`config.mk`:
```
export PLATFORM = sky130hd
export DESIGN_NAME = wmbus_frame_block_crc_check
export DESIGN_NICKNAME = d
export VERILOG_FILES = /design/src/wmbfc_pkg.sv /design/src/wmbfc_core.sv /design/src/wmbus_frame_block_crc_check.sv
export SDC_FILE = /design/constraint.sdc
export NUM_CORES = 1
export LEC_CHECK = 0
export ABC_AREA = 1
export BUFFER_PORTS_ARGS = -buffer_cell sky130_fd_sc_hd__buf_2
export CAP_MARGIN = 30
export CORE_UTILIZATION = 50
export DETAILED_ROUTE_END_ITERATION = 8
export PLACE_DENSITY = 0.67
export SKIP_LAST_GASP = 1
export SYNTH_ARGS = -nofsm -noshare
export SYNTH_HDL_FRONTEND = slang
export SYNTH_SLANG_ARGS = --single-unit
```
`constraint.sdc`:
```
create_clock -name clk -period 4.6 [get_ports clk]
set_input_delay 0.46 -clock clk [delete_from_list [all_inputs] [get_ports clk]]
set_output_delay 0.46 -clock clk [all_outputs]
set_load 0.01 [all_outputs]
```
`src/wmbfc_pkg.sv`:
```
// wmbfc_pkg: types, layout constants and the crc-16 byte update for the
// wireless m-bus block crc checker. No dependencies.
`timescale 1ns / 1ps

package wmbfc_pkg;

	localparam int unsigned LEN_W       = 9;
	localparam int unsigned POS_W       = 9;
	localparam logic [8:0]  MAX_FRAME   = 9'd256;
	localparam logic [15:0] CRC_POLY    = 16'h3D65;
	localparam logic [8:0]  MIN_LEN     = 9'd12;
	localparam logic [8:0]  B_SPLIT_LEN = 9'd128;
	localparam logic [7:0]  B_FIRST_DATA = 8'd126;
	localparam logic [7:0]  A_FIRST_DATA = 8'd10;
	localparam logic [7:0]  A_BLOCK_DATA = 8'd16;
	localparam logic [9:0]  A_BLOCK_TOTAL = 10'd18;

	typedef struct packed {
		logic             frame_start;
		logic             format_b;
		logic [LEN_W-1:0] frame_size;
		logic [7:0]       data_byte;
	} item_t;

	typedef struct packed {
		logic crc_ok;
		logic too_short;
	} result_t;

	typedef enum logic [3:0] {
		PH_DATA   = 4'b0001,
		PH_CRC_HI = 4'b0010,
		PH_CRC_LO = 4'b0100,
		PH_SKIP   = 4'b1000
	} phase_t;

	// msb-first crc-16 over one byte
	function automatic logic [15:0] crc_byte(input logic [15:0] crc_in, input logic [7:0] b);
		logic [15:0] c;
		c = crc_in;
		for (int i = 7; i >= 0; i--) begin
			if (c[15] ^ b[i]) begin
				c = {c[14:0], 1'b0} ^ CRC_POLY;
			end else begin
				c = {c[14:0], 1'b0};
			end
		end
		return c;
	endfunction

endpackage

```
`src/wmbfc_core.sv`:
```
// wmbfc_core: frame tracking state and the per-beat block/crc update.
// Uses wmbfc_pkg.
`timescale 1ns / 1ps

module wmbfc_core
	import wmbfc_pkg::*;
(
	input  logic    clk,
	input  logic    arst_n,
	input  logic    step_en,
	input  item_t   item,
	output logic    emit,
	output result_t res
);

	logic [15:0]      crc_q, held_q;
	logic [POS_W-1:0] pos_q;
	phase_t           phase_q;
	logic [7:0]       left_q;
	logic             fail_q;

	logic [LEN_W-1:0] len_c;
	logic             restart;
	logic [7:0]       n_first;
	logic [15:0]      crc_e, held_e;
	logic [POS_W-1:0] pos_e;
	phase_t           phase_e;
	logic [7:0]       left_e;
	logic             fail_e;
	logic [9:0]       len10, pos_n, rem;
	logic             nb_check;
	logic [7:0]       nb_left;
	logic [7:0]       left_dec;
	logic [15:0]      crc_n, held_n;
	phase_t           phase_n;
	logic [7:0]       left_n;
	logic             fail_n;
	logic [POS_W-1:0] pos_next;

	always_comb begin
		if (item.frame_size == '0) begin
			len_c = 9'd1;
		end else if (item.frame_size > MAX_FRAME) begin
			len_c = MAX_FRAME;
		end else begin
			len_c = item.frame_size;
		end
	end

	assign restart = item.frame_start || (pos_q == '0);

	always_comb begin
		if (!item.format_b) begin
			n_first = A_FIRST_DATA;
		end else if (len_c > B_SPLIT_LEN) begin
			n_first = B_FIRST_DATA;
		end else if (len_c >= 9'd2) begin
			n_first = 8'(len_c - 9'd2);
		end else begin
			n_first = 8'd0;
		end
	end

	always_comb begin
		if (restart) begin
			crc_e   = '0;
			held_e  = '0;
			fail_e  = 1'b0;
			pos_e   = '0;
			left_e  = n_first;
			phase_e = (n_first == 8'd0) ? PH_CRC_HI : PH_DATA;
		end else begin
			crc_e   = crc_q;
			held_e  = held_q;
			fail_e  = fail_q;
			pos_e   = pos_q;
			left_e  = left_q;
			phase_e = phase_q;
		end
	end

	assign len10 = {1'b0, len_c};
	assign pos_n = {1'b0, pos_e} + 10'd1;
	assign rem   = (len10 > pos_n) ? (len10 - pos_n) : 10'd0;

	// layout of the block that starts right after a crc
	always_comb begin
		nb_check = 1'b0;
		nb_left  = 8'd0;
		if (!item.format_b) begin
			if (rem >= A_BLOCK_TOTAL) begin
				nb_check = 1'b1;
				nb_left  = A_BLOCK_DATA;
			end else if (rem >= 10'd3) begin
				nb_check = 1'b1;
				nb_left  = 8'(rem - 10'd2);
			end
		end else if (len_c > B_SPLIT_LEN && pos_n == {1'b0, B_SPLIT_LEN} && rem >= 10'd2) begin
			nb_check = 1'b1;
			nb_left  = 8'(rem - 10'd2);
		end
	end

	assign left_dec = left_e - 8'd1;

	always_comb begin
		crc_n   = crc_e;
		held_n  = held_e;
		fail_n  = fail_e;
		left_n  = left_e;
		phase_n = phase_e;
		case (phase_e)
			PH_DATA: begin
				crc_n  = crc_byte(crc_e, item.data_byte);
				left_n = left_dec;
				if (left_dec == 8'd0) begin
					phase_n = PH_CRC_HI;
				end
			end
			PH_CRC_HI: begin
				held_n  = {item.data_byte, 8'h00};
				phase_n = PH_CRC_LO;
			end
			PH_CRC_LO: begin
				if ((held_e | {8'h00, item.data_byte}) != ~crc_e) begin
					fail_n = 1'b1;
				end
				crc_n = '0;
				if (nb_check) begin
					left_n  = nb_left;
					phase_n = (nb_left == 8'd0) ? PH_CRC_HI : PH_DATA;
				end else begin
					left_n  = 8'd0;
					phase_n = PH_SKIP;
				end
			end
			default: begin
			end
		endcase
		emit = (pos_n == len10);
		if (emit) begin
			left_n  = 8'd0;
			phase_n = PH_SKIP;
		end
	end

	assign res.too_short = (len_c < MIN_LEN);
	assign res.crc_ok    = !res.too_short && !fail_n;
	assign pos_next      = (pos_e == '1) ? pos_e : pos_n[POS_W-1:0];

	always_ff @(posedge clk or negedge arst_n) begin
		if (!arst_n) begin
			crc_q   <= '0;
			held_q  <= '0;
			pos_q   <= '0;
			phase_q <= PH_DATA;
			left_q  <= '0;
			fail_q  <= 1'b0;
		end else if (step_en) begin
			crc_q   <= crc_n;
			held_q  <= held_n;
			pos_q   <= pos_next;
			phase_q <= phase_n;
			left_q  <= left_n;
			fail_q  <= fail_n;
		end
	end

endmodule

```
`src/wmbus_frame_block_crc_check.sv`:
```
// wmbus_frame_block_crc_check: top level, input register, output register.
// Uses wmbfc_pkg and wmbfc_core.
//
//   channel  | valid        | stall        | payload
//   ---------+--------------+--------------+----------------------
//   input    | item_valid   | item_stall   | item   (item_t)
//   output   | result_valid | result_stall | result (result_t)
//
// One byte per cycle sustained while item_stall is low; a verdict's last byte passes
// the input register, then the result register, which presents the verdict.
// The crc-16 byte update and block bookkeeping sit between those registers.
// Reset clears all frame state; the first byte after reset starts a frame.
// A held result stalls the input only when the waiting byte also ends a frame.

`timescale 1ns / 1ps

module wmbus_frame_block_crc_check
	import wmbfc_pkg::*;
(
	input  logic    clk,
	input  logic    arst_n,
	input  logic    item_valid,
	output logic    item_stall,
	input  item_t   item,
	output logic    result_valid,
	input  logic    result_stall,
	output result_t result
);

	item_t   item_s1;
	logic    valid_s1;
	logic    emit;
	result_t res_c;
	logic    adv;
	logic    step_en;
	result_t result_q;
	logic    result_valid_q;

	wmbfc_core u_core (
		.clk     (clk),
		.arst_n  (arst_n),
		.step_en (step_en),
		.item    (item_s1),
		.emit    (emit),
		.res     (res_c)
	);

	// the stage moves unless it has a verdict and the result slot is blocked
	assign adv        = !emit || !result_valid_q || !result_stall;
	assign step_en    = valid_s1 && adv;
	assign item_stall = valid_s1 && !adv;

	always_ff @(posedge clk or negedge arst_n) begin
		if (!arst_n) begin
			valid_s1 <= 1'b0;
		end else if (item_valid && !item_stall) begin
			valid_s1 <= 1'b1;
		end else if (step_en) begin
			valid_s1 <= 1'b0;
		end
	end

	always_ff @(posedge clk) begin
		if (item_valid && !item_stall) begin
			item_s1 <= item;
		end
	end

	always_ff @(posedge clk or negedge arst_n) begin
		if (!arst_n) begin
			result_valid_q <= 1'b0;
		end else if (step_en && emit) begin
			result_valid_q <= 1'b1;
		end else if (!result_stall) begin
			result_valid_q <= 1'b0;
		end
	end

	always_ff @(posedge clk) begin
		if (step_en && emit) begin
			result_q <= res_c;
		end
	end

	assign result_valid = result_valid_q;
	assign result       = result_q;

endmodule

```
## Word level (Yosys, flattened, before mapping)

Index checks and enable logic that the tools add are counted.

| word-level totals | value |
|---|---|
| register bits after elaboration | 77 |
| input bits | 23 |
| output and inout port bits | 4 |
| logic and storage cells | 129 |

| cells by class | value |
|---|---|
| add/sub/neg operators | 5 |
| $lt $le $gt $ge | 8 |
| equality and inequality tests | 8 |
| muxes and demuxes | 53 |
| bitwise gates (word level) | 18 |
| reduce and logical (&&, ||, !) cells | 23 |

Operators by type and width:

| cell | number |
|---|---|
| 2-to-1 mux 16 bit | 10 |
| 2-to-1 mux 14 bit | 8 |
| 2-to-1 mux 8 bit | 10 |
| NOT 9 bit | 8 |
| 2-to-1 mux 9 bit | 4 |
| case mux 16 bit (2 select lines) | 1 |
| logical NOT 8 bit | 3 |
| >= comparator 10 x 2 -> 1 bit (second input constant) | 2 |
| logical NOT 9 bit | 2 |
| 2-to-1 mux 4 bit | 4 |
| inequality test 16 bit | 1 |
| NOT 16 bit | 1 |
| OR 16 x 8 -> 16 bit | 1 |
| case mux 8 bit (2 select lines) | 1 |
| subtractor 8 x 2 -> 8 bit (second input constant) | 2 |
| case mux 4 bit (3 select lines) | 1 |
| 2-to-1 mux 1 bit | 11 |
| adder 9 x 1 -> 10 bit (second input constant) | 1 |
| == test 10 x 8 -> 1 bit (second input constant) | 1 |
| == test 10 x 9 -> 1 bit | 1 |
| >= comparator 10 x 5 -> 1 bit (second input constant) | 1 |
| greater-than comparator 9 x 10 -> 1 bit | 1 |
| 2-to-1 mux 10 bit | 1 |
| subtractor 9 x 10 -> 10 bit | 1 |
| 16 further kinds | 38 |

## Longest topological paths before layout

| depth | value |
|---|---|
| depth after elaboration | 33 |
| gate-level depth with buffers | 38 |
| mapped depth without buffers | 37 |

## Hierarchy

A second synthesis with hierarchy kept.

| second synthesis, totals | value |
|---|---|
| cell total of the unflattened synthesis | 921 |
| area total of the unflattened synthesis | 6646.4 µm² |

By module, submodules not included:

| module | times used | cells each | area an instance (µm²) | seq. area each (µm²) |
|---|---|---|---|---|
| wmbfc_core | 1 | 886 | 5909.4 | 1352.5 |
| wmbus_frame_block_crc_check | 1 | 35 | 737.0 | 680.7 |

## Least setup slack after synthesis

Ideal clock, no wire load.

| timing path | value |
|---|---|
| path kind | flip-flop to flip-flop |
| from | register u_core.pos_q[1] |
| to | register u_core.phase_q[1] |
| library setup time | 0.116 ns |
| arrival | 3.920 ns |
| required time | 4.484 ns |
| path slack | 0.564 ns |
| cell stages (with the launch flop) | 37 |
| path buffers | 3 |
| period minus slack after synthesis | 4.036 ns |
| cells stage by stage | dfrtp_1 -> inv_2 -> nand2_1 -> nor3_2 -> nand2_2 -> nand2_2 -> buf_2 -> clkbuf_1 -> o21ai_0 -> nand2_1 -> ha_1 -> nand2_1 -> nor2_1 -> nand2_1 -> nand3_1 -> a21oi_1 -> nand2_4 -> nand2_4 -> nand2_4 -> buf_12 -> nand3_4 -> inv_1 -> ha_1 -> nand2_1 -> inv_1 -> nand4_1 -> nor2_1 -> nor2_2 -> nand3_1 -> nand2_1 -> inv_2 -> nor2_8 -> o41ai_2 -> nand3_1 -> nand2_1 -> nand2_1 -> nand2_1 |

| on the way | value |
|---|---|
| word-level cells in the longest chain between the ends | 15 |
| elaborated cells between the ends (all ways) | 40 |
| those cells by class | 4 x add/sub; 4 x order compare; 5 x eq/ne; 17 x mux; 10 x reduce/logical |

Ends and longest elaborated chain:

| item | line | text |
|---|---|---|
| start: declaration | wmbfc_core.sv:17 | `logic [POS_W-1:0] pos_q;` |
| start signal: assignment | wmbfc_core.sv:162 | `pos_q <= pos_next;` |
| logical NOT 9 bit | wmbfc_core.sv:50 | `assign restart = item.frame_start \|\| (pos_q == '0);` |
| logical OR 1 bit | wmbfc_core.sv:50 |  |
| 2-to-1 mux 9 bit | wmbfc_core.sv:65 | `if (restart) begin` |
| adder 9 x 1 -> 10 bit | wmbfc_core.sv:83 | `assign pos_n = {1'b0, pos_e} + 10'd1;` |
| subtractor 9 x 10 -> 10 bit / greater-than comparator 9 x 10 -> 1 bit (equally long branches) | wmbfc_core.sv:84 | `assign rem = (len10 > pos_n) ? (len10 - pos_n) : 10'd0;` |
| 2-to-1 mux 10 bit | wmbfc_core.sv:84 |  |
| subtractor 8 x 2 -> 8 bit, or another cell as far along | wmbfc_core.sv:96, wmbfc_core.sv:100 |  |
| 2-to-1 mux 8 bit / logical AND 1 bit (equally long branches) | wmbfc_core.sv:94, wmbfc_core.sv:98 |  |
| 2-to-1 mux 8 bit, on equally long branches | wmbfc_core.sv:91, wmbfc_core.sv:98 |  |
| 2-to-1 mux 8 bit | wmbfc_core.sv:90 | `if (!item.format_b) begin` |
| logical NOT 8 bit | wmbfc_core.sv:131 | `phase_n = (nb_left == 8'd0) ? PH_CRC_HI : PH_DATA;` |
| 2-to-1 mux 2 bit | wmbfc_core.sv:131 |  |
| 2-to-1 mux 4 bit | wmbfc_core.sv:129 | `if (nb_check) begin` |
| case mux 4 bit (3 select lines) | wmbfc_core.sv:112 | `case (phase_e)` |
| 2-to-1 mux 4 bit | wmbfc_core.sv:141 | `if (emit) begin` |
| end signal: assignment | wmbfc_core.sv:163 | `phase_q <= phase_n;` |
| end: declaration | wmbfc_core.sv:18 | `phase_t phase_q;` |

Parallel ways exist; a longest one is shown, timed or not.
A chain may end at the register's enable or synchronous reset.

## Worst setup path after layout

| timing path | value |
|---|---|
| from | register item_s1[18] in the netlist's numbering |
| to | register u_core.phase_q[0] |

| on the way | value |
|---|---|
| word-level cells in the longest chain between the ends | 14 |
| elaborated cells between the ends (all ways) | 39 |
| those cells by class | 4 x add/sub; 4 x order compare; 5 x eq/ne; 17 x mux; 9 x reduce/logical |

Ends and longest elaborated chain:

| item | line | text |
|---|---|---|
| start: declaration | wmbus_frame_block_crc_check.sv:30 | `item_t item_s1;` |
| start signal: assignment | wmbus_frame_block_crc_check.sv:65 | `item_s1 <= item;` |
| logical OR 1 bit (*) | wmbfc_core.sv:50 |  |
| 2-to-1 mux 9 bit | wmbfc_core.sv:65 |  |
| adder 9 x 1 -> 10 bit | wmbfc_core.sv:83 |  |
| subtractor 9 x 10 -> 10 bit / greater-than comparator 9 x 10 -> 1 bit (equally long branches) | wmbfc_core.sv:84 |  |
| 2-to-1 mux 10 bit | wmbfc_core.sv:84 |  |
| subtractor 8 x 2 -> 8 bit, or another cell as far along | wmbfc_core.sv:96, wmbfc_core.sv:100 |  |
| 2-to-1 mux 8 bit / logical AND 1 bit (equally long branches) | wmbfc_core.sv:94, wmbfc_core.sv:98 |  |
| 2-to-1 mux 8 bit, on equally long branches | wmbfc_core.sv:91, wmbfc_core.sv:98 |  |
| 2-to-1 mux 8 bit | wmbfc_core.sv:90 |  |
| logical NOT 8 bit | wmbfc_core.sv:131 |  |
| 2-to-1 mux 2 bit | wmbfc_core.sv:131 |  |
| 2-to-1 mux 4 bit | wmbfc_core.sv:129 |  |
| case mux 4 bit (3 select lines) | wmbfc_core.sv:112 |  |
| 2-to-1 mux 4 bit | wmbfc_core.sv:141 |  |

Mark *: on every way between the ends. The rest lies on a longest branch, timed or not.

==> summary.md <==
| Metric | Value |
|---|---|
| Vias per std cell | `5.20` |
| Initial antenna violation count | `0` |
| First-pass iteration count of the detailed router | `5` |
| Final WS setup | `461 ps` |
| Die area | `0.0135 mm²` |
| XOR/XNOR Fraction of Synth Area | `0.101` |
| Slowest CP cell | `edfxtp_1` |
| Synth Area in Adders | `0.0338` |
| Core Area | `0.0127 mm²` |
| Sink Count | `77` |
| Routed len/inst | `14.6 µm` |
| Seq/Total Area, Yosys | `0.312` |
| Max IR drop VDD | `251 µV` |
| Syn avg cell area | `7.42 µm²` |
| Fmax | `242 MHz` |
| Mux contribution to synthesized area | `0` |
| Worst setup path class | `flip-flop to flip-flop` |
| Post-synthesis simple-gate area fraction | `0.314` |
| Largest net degree at the start of global routing | `57` |
| Primary FF master, synth | `dfrtp_1` |
| Residual DRC count | `0` |
| # setup viols final | `0` |
| R2r setup slk | `460 ps` |
| Rel. slew slack | `0.360` |
| Largest family of logic cells by synthesized area | `simple AND/OR/NAND/NOR gates` |
| R2r worst-path depth | `37` |
| Synth top cells by count | `nand2_1 (192), inv_1 (127), nor2_1 (71)` |
| CTS root buffer | `clkbuf_16` |
| Post-Layout Inst Area | `0.00710 mm²` |
| Max Cap Violations | `0` |
| Worst setup EP type | `flip-flop` |
| CTS HTree Levels | `3` |
| Pwr Total | `3.77 mW` |
| Post-synth EDFFs | `21` |
| R2R Path End | `u_core.phase_q[0]$_DFFE_PN1P_` |
| Vias in the first global route | `5192` |
| Pleak | `3.39 nW` |
| Tot GR Track Use | `0.252` |
| Crit path max fanout | `12` |
| Initial Util | `0.514` |
| Unrepaired setup endpoints after global routing | `no` |
| Max-slew violation count | `0` |
| GPL Wtd Cong | `0.888` |
| Dpl hpwl | `11.7 mm` |
| Ant. Diodes | `0` |
| Share of layout cells above drive strength 1 | `0.160` |
| GR Overflow Total | `0` |
| Area grow syn2layout | `8.97%` |
| Top cells by area, synth | `dfrtp_1 (21%), nand2_1 (11%), edfxtp_1 (9.7%), inv_1 (7.3%), xor2_1 (5.4%)` |
| Top cell by count, worst path | `nand2_1` |
| Dpl ws | `374 ps` |
| Net count reported at finish | `939` |
| Status | `finished clean` |
| Tmin final | `4140 ps` |
| Clock Skews | `9.49 ps` |
| Syn_nets | `917` |
| Yosys reg bits | `77` |
| Clock Tree Buf Depth | `2` |
| Syn Std Cell Area | `0.00651 mm²` |
| HP Class | `input pin to asynchronous set/reset pin` |
| Post-Place Cells | `1057` |
| Fin. Hold Viols | `0` |
| Final cell count without fillers | `1076` |
| Clock slew at reported path FFs | `60 ps` |
| Most frequent cell after synthesis | `nand2_1` |
| Hold slack final | `262 ps` |
| Clk_lat worst skew | `350 ps` |
| Placed inst area | `0.00675 mm²` |
| # rows | `41` |
| Crit. Startpoint | `item_s1[18]$_DFFE_PP_` |
| Total I/O pin count | `27` |
| Post-synth top area share | `0.211` |
| Die Y | `116 µm` |
| YS warnings | `0` |
| # port buffers | `26` |
| Startpoint Class | `flip-flop` |
| Final ANT Viol Nets | `0` |
| PwrDens | `531 mW/mm²` |
| CTS tree | `yes` |
| Die X | `116 µm` |
| Global-route wire length before repair | `26.0 mm` |
| Max stage delay on crit path | `470 ps` |
| CTS Buf Count | `9` |
| Drt initial violations | `418` |
| Async S/R FF share, synth | `0.727` |
| Core Util, Final | `0.560` |
| Fillers | `1219` |
| Synth Area in Compound Gates | `0.135` |
| Total vias in the final route | `5599` |
| Setup TNS | `0 ps` |
| Yosys top cell by area | `dfrtp_1` |
| WP data required | `4880 ps` |
| Post-Route WL | `15.8 mm` |
| Worst EP arrival | `4420 ps` |
| Mapped Cells | `877` |
| Synth unique cells | `61` |
| Tightest Pin Transition | `957 ps` |
| Reg2reg start | `item_s1[18]$_DFFE_PP_` |
| Final worst path period share | `0.900` |
state kept, by name (all words and copies together), names as in the netlist:
signal	cells
result	2
result_valid	1
u_core.fail_q	1
u_core.phase_q	4
u_core.left_q	8
valid_s1	1
u_core.held_q	16
u_core.crc_q	16
u_core.pos_q	9
item_s1	19
layout make-up:
type / instances / area, µm² / share of cell area
Clock inverter: 4 / 48.8 / 0.00688
Tap cell: 172 / 215 / 0.0303
Multi-Input combinational cell: 636 / 3820 / 0.539
Timing Repair Buffer: 35 / 198 / 0.0279
Clock buffer: 12 / 246 / 0.0347
Sequential cell: 77 / 2030 / 0.287
Inverter: 140 / 531 / 0.0748
power by group:
part           switching (mW)  leakage [nW]  internal [mW]  total (mW)
registers              0.0930         0.923          0.856       0.949
clock network           0.287         0.147          0.435       0.722
logic                    1.32          2.32          0.775        2.10
total                    1.70          3.39           2.07        3.77
worst max-delay path, delay by kind of cell, from the launching register on:
kind | cells | cell delay [ps]
adder cells (fa/ha/maj) | 3 | 780
buffers and inverters | 10 | 800
flip-flops | 1 | 470
AND/OR/NAND/NOR | 24 | 2020
logic make-up after synthesis:
group | count (synthesis)
buffers and inverters | 164
adder cells (fa/ha/maj) | 17
AND/OR/NAND/NOR | 406
XOR/XNOR | 65
flip-flops | 77
AO/OA/AOI/OAI | 148
what timing repair did:
action	4_1_cts	5_1_grt
hold buffers	0	0
setup buffers	0	3
gates resized for setup	0	4
setup endpoints to repair	0	9
cells in the final DEF, fill, tap and decap left out, drive strengths merged, types with 2 or more instances in the layout:
cell type,Yosys,final
o21bai,5,5
nand2,221,221
buf,15,35
nor2,80,80
edfxtp,21,21
or2,5,5
o22ai,3,3
clkinv,0,3
nand4,14,14
o211ai,6,6
clkbuf,8,12
ha,16,16
o21ai,74,74
nand3,66,66
nor4,3,3
nand3b,3,3
a31oi,10,10
nor3,12,12
dfrtp,55,55
a22oi,2,2
o21a,2,2
xnor2,19,19
o221ai,4,4
inv,140,140
a21oi,38,38
xor2,46,46
routing by layer:
metal | up-vias | wire [µm] | part of all wire | global-route usage
met5 | - | 0 | 0 | 0
met4 | 0 | 236 | 0.015 | 0.0846
met3 | 21 | 691 | 0.044 | 0.0259
met2 | 145 | 6950 | 0.44 | 0.394
met1 | 2560 | 7880 | 0.50 | 0.364
li1 | 2873 | - | - | -
worst max path at each step:
stage	to	slack, ps	cells after the start
2_1_floorplan	u_core.phase_q[1]$_DFFE_PN0P_	560	36
3_3_place_gp	u_core.phase_q[0]$_DFFE_PN1P_	470	37
3_5_place_dp	u_core.phase_q[0]$_DFFE_PN1P_	370	37
4_1_cts	u_core.phase_q[0]$_DFFE_PN1P_	330	37
5_1_grt	u_core.left_q[1]$_DFFE_PN0P_	4	29
6_report	u_core.phase_q[0]$_DFFE_PN1P_	460	37
Power figures use the tool's default switching activity.
